### config.mk
export PLATFORM = sky130hd
export DESIGN_NAME = contiguous_first_fit_file_table
export DESIGN_NICKNAME = d
export VERILOG_FILES = /design/src/sv/cfft_pkg.sv /design/src/sv/cfft_mem.sv /design/src/sv/cfft_engine.sv /design/src/sv/contiguous_first_fit_file_table.sv
export SDC_FILE = /design/constraint.sdc
export NUM_CORES = 2
export LEC_CHECK = 0
export BUFFER_PORTS_ARGS = -buffer_cell sky130_fd_sc_hd__buf_2
export CORE_MARGIN = 4
export CORE_UTILIZATION = 30
export DETAILED_ROUTE_END_ITERATION = 8
export PLACE_DENSITY = 0.55
export SLEW_MARGIN = 10
export SYNTH_ARGS = -nofsm -noshare
export SYNTH_HDL_FRONTEND = slang
export SYNTH_SLANG_ARGS = --single-unit
### constraint.sdc
create_clock -name clk_i -period 7.4 [get_ports clk_i]
set_input_delay 0.37 -clock clk_i [delete_from_list [all_inputs] [get_ports clk_i]]
set_output_delay 0.37 -clock clk_i [all_outputs]
set_load 0.02 [all_outputs]
### src/sv/cfft_pkg.sv
package cfft_pkg;

  localparam int unsigned MaxBlocks = 1024;
  localparam int unsigned MaxFiles  = 64;
  localparam logic [10:0] DiskReset = 11'd1024;

  typedef enum logic [1:0] {
    FN_CREATE  = 2'd0,
    FN_DELETE  = 2'd1,
    FN_PRELOAD = 2'd2,
    FN_ALT     = 2'd3
  } func_e;

  typedef enum logic [2:0] {
    STS_CREATED   = 3'd0,
    STS_DELETED   = 3'd1,
    STS_PRELOADED = 3'd2,
    STS_NOSPACE   = 3'd3,
    STS_DENIED    = 3'd4,
    STS_NOTFOUND  = 3'd5
  } status_e;

  typedef enum logic [1:0] {
    ST_IDLE,
    ST_FIT,
    ST_FIND,
    ST_SHIFT
  } state_e;

  localparam logic [0:0] RegDiskBlocks = 1'd0;

  // One table entry as stored in the memory.
  typedef struct packed {
    logic [7:0]  name;
    logic [9:0]  start;
    logic [10:0] len;
    logic [7:0]  pid;
  } entry_t;

  localparam int unsigned EntryW = $bits(entry_t);

  typedef struct packed {
    func_e       func;
    logic [7:0]  file_name;
    logic [10:0] block_count;
    logic [9:0]  start_block;
    logic [7:0]  pid;
    logic        privileged;
    logic [15:0] op_tag;
  } req_t;

  typedef struct packed {
    logic [15:0] op_tag_out;
    status_e     status;
    logic [9:0]  first_block;
    logic [9:0]  last_block;
  } res_t;

endpackage

### src/sv/cfft_mem.sv
module cfft_mem
  import cfft_pkg::*;
#(
  parameter int unsigned Depth = MaxFiles
) (
  input  logic                     clk_i,
  input  logic                     we_i,
  input  logic [$clog2(Depth)-1:0] waddr_i,
  input  entry_t                   wdata_i,
  input  logic [$clog2(Depth)-1:0] raddr_i,
  output entry_t                   rdata_o
);

  entry_t mem_q [Depth];
  entry_t rdata_q;

  always_ff @(posedge clk_i) begin
    if (we_i) begin
      mem_q[waddr_i] <= wdata_i;
    end
    rdata_q <= mem_q[raddr_i];
  end

  assign rdata_o = rdata_q;

endmodule

### src/sv/cfft_engine.sv
module cfft_engine
  import cfft_pkg::*;
#(
  parameter int unsigned Depth = MaxFiles
) (
  input  logic                     clk_i,
  input  logic                     rst_ni,
  input  logic                     req_valid_i,
  input  req_t                     req_i,
  output logic                     req_ready_o,
  input  logic                     out_busy_i,
  input  logic [10:0]              disk_i,
  output logic                     res_valid_o,
  output res_t                     res_o,
  output logic                     mem_we_o,
  output logic [$clog2(Depth)-1:0] mem_waddr_o,
  output entry_t                   mem_wdata_o,
  output logic [$clog2(Depth)-1:0] mem_raddr_o,
  input  entry_t                   mem_rdata_i
);

  localparam int unsigned IdxW = $clog2(Depth);
  localparam int unsigned CntW = IdxW + 1;
  localparam logic [CntW-1:0] CntMax = CntW'(Depth);

  state_e          state_q, state_d;
  logic [CntW-1:0] cnt_q, cnt_d;
  logic [IdxW-1:0] rd_idx_q, rd_idx_d;
  logic [IdxW-1:0] dat_idx_q, dat_idx_d;
  logic            dat_vld_q, dat_vld_d;
  logic            chg_q, chg_d;
  logic [11:0]     s_q, s_d;
  req_t            req_q, req_d;

  logic        acc;
  logic [10:0] disk_eff;
  logic [12:0] hi;
  logic [11:0] jump;
  logic [11:0] ent_last;
  logic        ovl, ovl_past, last_ent, name_hit, allow;
  logic        full, bad_count;

  always_comb begin
    if (32'(disk_i) > MaxBlocks) begin
      disk_eff = 11'(MaxBlocks);
    end else begin
      disk_eff = disk_i;
    end
  end

  assign req_ready_o = (state_q == ST_IDLE) && !out_busy_i;
  assign acc         = req_valid_i && req_ready_o;
  assign full        = (cnt_q >= CntMax);
  assign bad_count   = (req_i.block_count == 11'd0) || (req_i.block_count > disk_eff);

  // Candidate run is [s, hi]; an entry overlaps when it starts at or below hi and
  // ends at or above s. The next candidate then starts just past that entry.
  assign hi       = 13'(s_q) + 13'(req_q.block_count) - 13'd1;
  assign jump     = 12'(mem_rdata_i.start) + 12'(mem_rdata_i.len);
  assign ent_last = jump - 12'd1;
  assign ovl      = (mem_rdata_i.len != 11'd0) && (13'(mem_rdata_i.start) <= hi)
                    && (ent_last >= s_q);
  assign ovl_past = (13'(jump) + 13'(req_q.block_count)) > 13'(disk_eff);
  assign last_ent = (dat_idx_q == IdxW'(cnt_q - CntW'(1)));
  assign name_hit = (mem_rdata_i.name == req_q.file_name);
  assign allow    = req_q.privileged || (mem_rdata_i.pid == req_q.pid);

  always_comb begin
    state_d = state_q;
    case (state_q)
      ST_IDLE: begin
        if (acc) begin
          case (req_i.func)
            FN_DELETE: begin
              if (cnt_q != '0) state_d = ST_FIND;
            end
            FN_PRELOAD: state_d = ST_IDLE;
            default: begin
              if (!full && !bad_count && cnt_q != '0) state_d = ST_FIT;
            end
          endcase
        end
      end
      ST_FIT: begin
        if (dat_vld_q) begin
          if (ovl && ovl_past) state_d = ST_IDLE;
          else if (last_ent && !ovl && !chg_q) state_d = ST_IDLE;
        end
      end
      ST_FIND: begin
        if (dat_vld_q) begin
          if (name_hit) state_d = (allow && !last_ent) ? ST_SHIFT : ST_IDLE;
          else if (last_ent) state_d = ST_IDLE;
        end
      end
      ST_SHIFT: begin
        if (dat_vld_q && last_ent) state_d = ST_IDLE;
      end
      default: state_d = ST_IDLE;
    endcase
  end

  always_comb begin
    cnt_d       = cnt_q;
    rd_idx_d    = rd_idx_q;
    dat_idx_d   = dat_idx_q;
    dat_vld_d   = dat_vld_q;
    chg_d       = chg_q;
    s_d         = s_q;
    req_d       = req_q;
    res_valid_o = 1'b0;
    res_o       = '{op_tag_out: req_q.op_tag, status: STS_NOSPACE,
                    first_block: 10'd0, last_block: 10'd0};
    mem_we_o    = 1'b0;
    mem_waddr_o = IdxW'(cnt_q);
    mem_wdata_o = '{name: req_q.file_name, start: s_q[9:0], len: req_q.block_count,
                    pid: req_q.pid};
    mem_raddr_o = rd_idx_q;
    case (state_q)
      ST_IDLE: begin
        rd_idx_d  = '0;
        dat_vld_d = 1'b0;
        chg_d     = 1'b0;
        s_d       = '0;
        if (acc) begin
          req_d            = req_i;
          res_o.op_tag_out = req_i.op_tag;
          case (req_i.func)
            FN_PRELOAD: begin
              res_valid_o = 1'b1;
              if (!full) begin
                mem_we_o     = 1'b1;
                mem_wdata_o  = '{name: req_i.file_name, start: req_i.start_block,
                                 len: req_i.block_count, pid: req_i.pid};
                cnt_d        = cnt_q + CntW'(1);
                res_o.status = STS_PRELOADED;
              end
            end
            FN_DELETE: begin
              if (cnt_q == '0) begin
                res_valid_o  = 1'b1;
                res_o.status = STS_NOTFOUND;
              end
            end
            default: begin
              if (full || bad_count) begin
                res_valid_o = 1'b1;
              end else if (cnt_q == '0) begin
                // Empty table: the file goes at block zero.
                res_valid_o       = 1'b1;
                mem_we_o          = 1'b1;
                mem_wdata_o       = '{name: req_i.file_name, start: 10'd0,
                                      len: req_i.block_count, pid: req_i.pid};
                cnt_d             = cnt_q + CntW'(1);
                res_o.status      = STS_CREATED;
                res_o.last_block  = 10'(req_i.block_count - 11'd1);
              end
            end
          endcase
        end
      end
      ST_FIT: begin
        dat_vld_d = 1'b1;
        dat_idx_d = rd_idx_q;
        rd_idx_d  = (rd_idx_q == IdxW'(cnt_q - CntW'(1))) ? '0 : rd_idx_q + IdxW'(1);
        if (dat_vld_q) begin
          if (ovl) begin
            s_d   = jump;
            chg_d = !last_ent;
            if (ovl_past) res_valid_o = 1'b1;
          end else if (last_ent) begin
            if (chg_q) begin
              chg_d = 1'b0;
            end else begin
              res_valid_o       = 1'b1;
              mem_we_o          = 1'b1;
              cnt_d             = cnt_q + CntW'(1);
              res_o.status      = STS_CREATED;
              res_o.first_block = s_q[9:0];
              res_o.last_block  = hi[9:0];
            end
          end
        end
      end
      ST_FIND: begin
        dat_vld_d = 1'b1;
        dat_idx_d = rd_idx_q;
        rd_idx_d  = rd_idx_q + IdxW'(1);
        if (dat_vld_q) begin
          if (name_hit) begin
            if (!allow) begin
              res_valid_o  = 1'b1;
              res_o.status = STS_DENIED;
            end else if (last_ent) begin
              res_valid_o  = 1'b1;
              cnt_d        = cnt_q - CntW'(1);
              res_o.status = STS_DELETED;
            end
          end else if (last_ent) begin
            res_valid_o  = 1'b1;
            res_o.status = STS_NOTFOUND;
          end
        end
      end
      ST_SHIFT: begin
        // Each entry read moves one place down to close the gap.
        dat_vld_d = 1'b1;
        dat_idx_d = rd_idx_q;
        rd_idx_d  = rd_idx_q + IdxW'(1);
        if (dat_vld_q) begin
          mem_we_o    = 1'b1;
          mem_waddr_o = dat_idx_q - IdxW'(1);
          mem_wdata_o = mem_rdata_i;
          if (last_ent) begin
            res_valid_o  = 1'b1;
            cnt_d        = cnt_q - CntW'(1);
            res_o.status = STS_DELETED;
          end
        end
      end
      default: begin
        dat_vld_d = 1'b0;
      end
    endcase
  end

  always_ff @(posedge clk_i or negedge rst_ni) begin
    if (!rst_ni) begin
      state_q   <= ST_IDLE;
      cnt_q     <= '0;
      dat_vld_q <= 1'b0;
      chg_q     <= 1'b0;
    end else begin
      state_q   <= state_d;
      cnt_q     <= cnt_d;
      dat_vld_q <= dat_vld_d;
      chg_q     <= chg_d;
    end
  end

  always_ff @(posedge clk_i) begin
    rd_idx_q  <= rd_idx_d;
    dat_idx_q <= dat_idx_d;
    s_q       <= s_d;
    req_q     <= req_d;
  end

endmodule

### src/sv/contiguous_first_fit_file_table.sv
// File table with first-fit contiguous block allocation.
// Requests arrive on the s_axis channel: tuser carries the function (create,
// delete, preload; the fourth code acts as create), tdata the name, block
// count, start, pid, privilege and tag. One result per request leaves on
// m_axis with the tag, status and the first and last block of a created file.
// The table lives in a single memory with a registered read port. A preload, or
// a request that is answered without reading the table, gives its result in the
// cycle after it is taken. A delete reads the table once, one entry per cycle,
// and moves the entries above the deleted one down as the reads go on.
// A create makes passes over the table; every entry that overlaps the
// candidate run moves the candidate past it, and a pass with no overlap ends
// the search, as does a candidate that would run past the end of the disk.
// A new request is taken only when the engine is idle and the result register
// is empty, so it is not taken before the last result has left; a stalled
// m_axis receiver holds the result and blocks new requests.
// Reset empties the table and sets disk_blocks to 1024; the memory needs no
// clearing since entries above the count are never used.
// disk_blocks is written through the APB port at address 0.
module contiguous_first_fit_file_table
  import cfft_pkg::*;
#(
  parameter int unsigned MaxFilesP = MaxFiles
) (
  input  logic        clk_i,
  input  logic        rst_ni,
  input  logic        s_axis_tvalid_i,
  output logic        s_axis_tready_o,
  // [7:0] file_name, [18:8] block_count, [28:19] start_block, [36:29] pid,
  // [37] privileged, [53:38] op_tag, [55:54] zero
  input  logic [55:0] s_axis_tdata_i,
  // [1:0] func
  input  logic [1:0]  s_axis_tuser_i,
  output logic        m_axis_tvalid_o,
  input  logic        m_axis_tready_i,
  // [15:0] op_tag_out, [18:16] status, [28:19] first_block, [38:29] last_block,
  // [39] zero
  output logic [39:0] m_axis_tdata_o,
  input  logic        psel_i,
  input  logic        penable_i,
  input  logic        pwrite_i,
  input  logic [2:0]  paddr_i,
  input  logic [31:0] pwdata_i,
  output logic [31:0] prdata_o,
  output logic        pready_o
);

  localparam int unsigned IdxW = $clog2(MaxFilesP);

  logic [10:0]     disk_q, disk_d;
  logic            out_vld_q, out_vld_d;
  res_t            out_q, out_d;
  req_t            req;
  logic            res_valid;
  res_t            res;
  logic            mem_we;
  logic [IdxW-1:0] mem_waddr, mem_raddr;
  entry_t          mem_wdata, mem_rdata;
  logic            reg_sel;

  assign req = '{func: func_e'(s_axis_tuser_i), file_name: s_axis_tdata_i[7:0],
                 block_count: s_axis_tdata_i[18:8], start_block: s_axis_tdata_i[28:19],
                 pid: s_axis_tdata_i[36:29], privileged: s_axis_tdata_i[37],
                 op_tag: s_axis_tdata_i[53:38]};

  assign reg_sel  = (paddr_i[2] == RegDiskBlocks) && (paddr_i[1:0] == 2'd0);
  assign pready_o = 1'b1;
  assign prdata_o = reg_sel ? {21'd0, disk_q} : 32'd0;

  always_comb begin
    disk_d = disk_q;
    if (psel_i && penable_i && pwrite_i && reg_sel) disk_d = pwdata_i[10:0];
  end

  always_comb begin
    out_vld_d = out_vld_q;
    out_d     = out_q;
    if (m_axis_tready_i) out_vld_d = 1'b0;
    if (res_valid) begin
      out_vld_d = 1'b1;
      out_d     = res;
    end
  end

  always_ff @(posedge clk_i or negedge rst_ni) begin
    if (!rst_ni) begin
      disk_q    <= DiskReset;
      out_vld_q <= 1'b0;
    end else begin
      disk_q    <= disk_d;
      out_vld_q <= out_vld_d;
    end
  end

  always_ff @(posedge clk_i) begin
    out_q <= out_d;
  end

  assign m_axis_tvalid_o = out_vld_q;
  assign m_axis_tdata_o  = {1'b0, out_q.last_block, out_q.first_block, out_q.status,
                            out_q.op_tag_out};

  cfft_engine #(
    .Depth(MaxFilesP)
  ) u_engine (
    .clk_i       (clk_i),
    .rst_ni      (rst_ni),
    .req_valid_i (s_axis_tvalid_i),
    .req_i       (req),
    .req_ready_o (s_axis_tready_o),
    .out_busy_i  (out_vld_q),
    .disk_i      (disk_q),
    .res_valid_o (res_valid),
    .res_o       (res),
    .mem_we_o    (mem_we),
    .mem_waddr_o (mem_waddr),
    .mem_wdata_o (mem_wdata),
    .mem_raddr_o (mem_raddr),
    .mem_rdata_i (mem_rdata)
  );

  cfft_mem #(
    .Depth(MaxFilesP)
  ) u_mem (
    .clk_i   (clk_i),
    .we_i    (mem_we),
    .waddr_i (mem_waddr),
    .wdata_i (mem_wdata),
    .raddr_i (mem_raddr),
    .rdata_o (mem_rdata)
  );

endmodule
After elaboration in Yosys (flattened, before gate mapping):

Memories as Yosys holds them, arrays and structs flattened. A register that Yosys moved wholly into a read port is not among the register bits.
Index checks and enable logic that the tools add are counted.

* memories: 1
* output and inout bits: 75
* bits in registers: 130
* word-level logic and storage cells: 208
* bits in writable memories: 2368
* bits of input ports: 100

Memory list
* u_mem.mem_q: words 64, width 37, rd ports 1, clocked after Yosys merged registers in 1, write ports 1, line cfft_mem.sv:14 `entry_t mem_q [Depth];`

* reduce and logical (&&, ||, !) cells: 41
* equal/unequal tests: 29
* bitwise operators: 4
* mux-type cells: 99
* $add $sub $neg: 10
* magnitude comparators: 6

Operators by type and width (number)
* 37-bit 2-to-1 mux: 5
* 37-bit one-hot mux with 2 select lines: 2
* 7-bit 2-to-1 mux: 13
* 23-bit 2-to-1 mux: 3
* 10-bit 2-to-1 mux: 4
* 2-bit 2-to-1 mux: 14
* 7-bit one-hot mux with 4 select lines: 1
* 1-bit 2-to-1 mux: 27
* 12-bit by 11-bit adder with 13-bit output: 2
* 12-bit 2-to-1 mux: 2
* 12-bit one-hot mux with 2 select lines: 1
* 11-bit 2-to-1 mux: 2
* 22-bit 2-to-1 mux: 1
* 10-bit one-hot mux with 2 select lines: 1
* 19-bit 2-to-1 mux: 1
* 3-bit 2-to-1 mux: 6
* 6-bit 2-to-1 mux: 3
* 2-bit by 1-bit inequality test with 1-bit output, second input constant: 9
* 6-bit one-hot mux with 3 select lines: 1
* 8-bit == test: 2
* 16-bit 2-to-1 mux: 1
* 1-bit logical AND: 15
* 7-bit one-hot mux with 2 select lines: 1
* 13-bit by 11-bit greater-than comparator with 1-bit output: 1
* 43 further kinds: 71

Logic depth before layout (Yosys ltp):

* word-level depth: 12
* mapped depth: 24
* mapped depth without buffers: 24

Modules after synthesis:

Synthesis repeated with hierarchy kept, for this count alone.

* cells, all modules: 5191
* area total of the unflattened synthesis: 101727.6 um^2

By module, submodules not included
* cfft_mem: cells an instance 4066, instances 1, area each 91092.4 um^2, sequential area each 71848.9 um^2
* cfft_engine: cells an instance 1021, instances 1, area each 8694.6 um^2, sequential area each 2257.2 um^2
* contiguous_first_fit_file_table: cells an instance 104, instances 1, area each 1940.6 um^2, sequential area each 1472.7 um^2

Worst setup path before layout:

OpenSTA, ideal clock, no wires.

* path type: register -> register
* from: reg u_mem.rdata_o[8] (netlist name)
* to: mem u_mem.mem_q[51][0] (netlist name), enable pin
* required time: 6.969 ns
* path buffers: 0
* cell stages (with the launch flop): 20
* data arrival time: 5.887 ns
* slack: 1.081 ns
* cell sequence: dfxtp_1 ha_1 inv_1 fa_1 nor2b_1 o21ai_0 a21oi_1 nor2_1 or3_1 nor4_1 nand4_1 xnor2_1 ha_1 a211o_1 a2111oi_0 a211o_1 a41oi_2 o21ai_1 nand3_1 nor2_1

* word-level cells in the longest chain between the ends: 9
* elaborated cells between the ends (all ways): 11
* classes of those cells: 2 x add/sub; 1 x order compare; 5 x mux; 3 x reduce/logical

Ends and longest elaborated chain
* 10-bit by 11-bit adder with 12-bit output: line cfft_engine.sv:59 `assign jump = 12'(mem_rdata_i.start) + 12'(mem_rdata_i.len);`
* via u_engine.jump[4]: line cfft_engine.sv:38 `logic [11:0] jump;`
* 12-bit by 1-bit subtractor with 12-bit output: line cfft_engine.sv:60 `assign ent_last = jump - 12'd1;`
* 12-bit greater-or-equal comparator: line cfft_engine.sv:62 `&& (ent_last >= s_q);`
* 1-bit logical AND: line cfft_engine.sv:62
* 1-bit 2-to-1 mux: line cfft_engine.sv:167 `if (ovl) begin`
* 1-bit 2-to-1 mux: line cfft_engine.sv:166 `if (dat_vld_q) begin`
* 1-bit one-hot mux with 3 select lines: line cfft_engine.sv:119 `case (state_q)`
* 1-bit 2-to-1 mux: line cfft_mem.sv:18 `if (we_i) begin`
* 1-bit 2-to-1 mux (not written as such): line cfft_mem.sv:19 `mem_q[waddr_i] <= wdata_i;`
* end, declared: line cfft_mem.sv:14

The timed path passes the listed nets, and every way through them passes these cells.

Worst setup path in the final report:

* from: reg u_mem.rdata_o[8] (netlist name)
* to: reg out_q, in the netlist m_axis_tdata_o[10], enable pin

* word-level cells in the longest chain between the ends: 7
* elaborated cells between the ends (all ways): 12
* classes of those cells: 3 x add/sub; 2 x order compare; 4 x mux; 3 x reduce/logical

Ends and longest elaborated chain
* 10-bit by 11-bit adder with 12-bit output *: line cfft_engine.sv:59
* via u_engine.jump[4]: line cfft_engine.sv:38
* 12-bit by 11-bit adder with 13-bit output / 12-bit by 1-bit subtractor with 12-bit output (equally long branches): line cfft_engine.sv:63, cfft_engine.sv:60
* 13-bit by 11-bit greater-than comparator with 1-bit output / 12-bit greater-or-equal comparator (equally long branches): line cfft_engine.sv:63, cfft_engine.sv:62
* 1-bit 2-to-1 mux / 1-bit logical AND (equally long branches): line cfft_engine.sv:170, cfft_engine.sv:62
* 1-bit 2-to-1 mux *: line cfft_engine.sv:167
* 1-bit 2-to-1 mux *: line cfft_engine.sv:166
* 1-bit one-hot mux with 4 select lines *: line cfft_engine.sv:119
* end signal, assigned: line contiguous_first_fit_file_table.sv:95 `out_q <= out_d;`
* end, declared: line contiguous_first_fit_file_table.sv:51 `res_t out_q, out_d;`

Mark *: on every way through the listed nets, which the timed path passes. The rest lies on a longest branch.
A chain may end at the register's enable or synchronous reset.

==> summary.txt <==
Setup path
  • CP startpoint: u_mem.rdata_o[8]$_DFF_P_
  • CP max stage cell: nand2_2
  • Worst EP required: 7.75 ns
  • Most frequent cell on the critical path: o21ai_0
  • Crit path largest cell delay: 0.66 ns
  • Critical path endpoint category: flip-flop
  • Critical path type: reg2reg
  • Critical R2R Launch: u_mem.rdata_o[8]$_DFF_P_
  • FF-to-FF path depth: 20
  • Startpoint types: flip-flop
  • Cell chain of the critical path: ha_1 -> inv_1 -> fa_1 -> nor2b_1 -> o21ai_0 -> a21oi_1 -> nor2_1 -> or3_1 -> nor4_1 -> nand4_1 -> xnor2_1 -> ha_1 -> a211o_1 -> a221o_1 -> o21ai_0 -> a211o_1 -> a41oi_2 -> mux2_4 -> o21ai_0 -> nand2_2
  • Largest fanout on the critical path: 39
  • CP Data Arrival Time: 6.67 ns

Floorplan
  • Die area: 345,000 um^2
  • DIE WIDTH: 588 um
  • Core Region: 334,000 um^2
  • Cell Rows: 212
  • Chip height: 588 um
  • Io pins: 175
  • Starting Density: 0.302

Yosys
  • Sequential share of the synthesized area: 0.750
  • Synth Cell Area: 101,000 um^2
  • Most frequent cell after synthesis: edfxtp_1
  • YS warnings: 0
  • Primary FF master, synth: edfxtp_1
  • Top cell type's share of synthesized area: 0.736
  • Area leader, netlist: edfxtp_1
  • Cells after Synth: 4,600
  • Synthesized flop and latch total: 2,535
  • FFs w/ async S/R, synth: 0.00907
  • Post-synth EDFFs: 2,469
  • Mean Syn Cell Area: 21.9 um^2
  • Synth area leaders: edfxtp_1, mux4_2, ha_1, dfxtp_1, nand2_1
  • Yosys cell types: 70
  • Top post-synthesis cells by count: edfxtp_1, mux4_2, nand2_1, clkbuf_1, nor2_1

Run status
  • Status: complete, no violations

Global route
  • First-pass GRT wire length: 367,000 um
  • Largest net degree at the start of global routing: 144
  • GR Util All Layers: 0.144
  • Initial antenna violation count: 17
  • Number of global-route vias before repair: 49,839
  • Grt ovf: 0

Drt
  • Vias/cell: 5.10
  • Post-route DRC: 0
  • 1st-iter DRT viols: 5,686
  • TritonRoute pass-1 iters: 6
  • Routed len/inst: 26.5 um
  • Drt total wl: 254,000 um
  • Via Count: 48,860
  • Post-route ant nets: 0

Clock network
  • CTS sink cnt: 2,535
  • CTS clk-pin slew, worst paths: 0.06 ns
  • Setup bufs post-CTS: 0
  • H-tree levels: 4
  • Clock Root Buffer: clkbuf_16
  • CTS max path bufs: 4
  • Hold buffers post-CTS: 59
  • TritonCTS buffer count: 249
  • Clk_lat worst skew: 0.90 ns
  • Post-CTS sizing: 0
  • CTS tree: done

Timing
  • Worst Clk Skew: 0.0707 ns
  • Fin crit period: 6.32 ns
  • Worst Tran Pin Value: 1.24 ns
  • Slew HR: 0.175
  • Fmax achieved: 158 MHz
  • Setup TNS: 0 ns
  • Hold Vio Cnt, Final: 0
  • # setup viols final: 0
  • Hold_ws: 0.157 ns
  • Max Slew Vio Count: 0
  • Period utilization: 0.854
  • RSZ-0062 raised after global routing: false

Job
  • Total of max-cap violations: 0

Place
  • GP Congestion: 0.857
  • # port buffers: 128
  • DP HPWL: 149,000 um

Finish
  • Fill count: 30,388
  • Layout area overhead: 16.6%
  • Share of cells above drive strength 1: 0.303
  • Final #Nets: 5,184

Min path
  • HP Start: penable_i
  • Worst Hold Depth: 4
  • Worst min-delay path category: in2reg

Power and ir drop
  • Pwr per Cell Area: 361 nW/um^2
  • Peak supply drop: 0.293 mV
  • Leakage power: 0.0359 uW
## where the power goes
group	switching [uW]	internal, uW	total (uW)
Clock	5320	7190	12500
Combinational	7160	3380	10500
Sequential	371	18900	19300
## registers in the layout (all words and copies together), names as in the netlist, 2 cells and up
signal	count
disk_q	11
m_axis_tdata_o	39
u_engine.cnt_q	7
u_engine.dat_idx_q	6
u_engine.mem_raddr_o	6
u_engine.req_q	44
u_engine.s_q	12
u_engine.state_q	2
u_mem.mem_q	2368
u_mem.rdata_o	37
## cells by family (layout without fill, tap and decap cells)
| kind of cell | Yosys count | in the layout | share of synthesized area |
|---|---|---|---|
| multiplexers | 792 | 792 | 0.175 |
| XOR/XNOR | 88 | 88 | 0.00779 |
| flip-flops | 2535 | 2535 | 0.750 |
| adder cells (fa/ha/maj) | 103 | 103 | 0.0130 |
| AO/OA/AOI/OAI | 267 | 267 | 0.0193 |
| AND/OR/NAND/NOR | 477 | 477 | 0.0208 |
| buffers and inverters | 336 | 901 | 0.0135 |
| other | 2 | 29 | 0.0000745 |
## layout make-up
class                           instances  area [um^2]  share of cell area
Sequential cell                      2535        75600               0.643
Timing Repair Buffer                  359         3370              0.0287
Multi-Input combinational cell       1750        24700               0.210
Clock buffer                          307         6550              0.0558
Tap cell                             4387         5490              0.0467
Antenna cell                            6         15.0            0.000128
Inverter                               86          323             0.00275
Clock inverter                        149         1430              0.0122
## critical path, delay by kind of cell (launching register included)
family          cells  cell delay [ns]
simple gates        6             2.02
compound gates      8             1.80
fa+ha+maj           3             0.95
flops               1             0.42
mux                 1             0.36
xor+xnor            1             0.19
buf+inv             1             0.06
## routing by layer
metal	track usage	wire [um]	vias to the layer above
met5	0	0	-
li1	-	-	20144
met2	0.221	116000	1786
met1	0.214	114000	26631
met4	0.0272	4370	0
met3	0.0271	18700	299
## final timing paths
check,to,slack [ns]
min in group asynchronous,u_engine.cnt_q[4]$_DFFE_PN0P_,0.47
hold / removal,disk_q[10]$_DFFE_PN1P_,0.16
hold reg to reg,u_engine.dat_idx_q[5]$_DFFE_PN_,0.50
setup / recovery,m_axis_tdata_o[10]$_DFFE_PP_,1.08
max in group asynchronous,u_engine.state_q[0]$_DFFE_PN0P_,5.32
setup reg to reg,m_axis_tdata_o[10]$_DFFE_PP_,1.08
## metrics by stage
step	worst slack, ns	instances	util	cell area (um^2)	total power (uW)
2_1_floorplan	1.08	4621	-	101000	26000
3_3_place_gp	1.14	9056	0.326	109000	29800
3_5_place_dp	1.22	9056	0.326	109000	30100
4_1_cts	1.18	9571	0.351	117000	42700
5_1_grt	0.616	9575	0.352	118000	44300
6_report	1.08	9579	0.352	118000	42400
## cell usage in the layout (no fill, tap or decap), types with 36 or more instances in the layout
master,synthesis,layout
nor2_1,145,80
clkinv_2,0,56
clkinv_1,1,48
ha_1,100,99
dfxtp_1,43,37
buf_12,0,68
nand2_1,194,193
nor2_4,0,64
clkbuf_16,0,253
a21oi_1,70,69
clkbuf_1,154,52
xor2_1,36,36
inv_1,85,84
buf_4,24,104
edfxtp_1,2469,2469
mux4_2,777,777
dlygate4sd3_1,0,59
xnor2_1,51,51
buf_2,6,128
(Power assumes the default switching activity.)
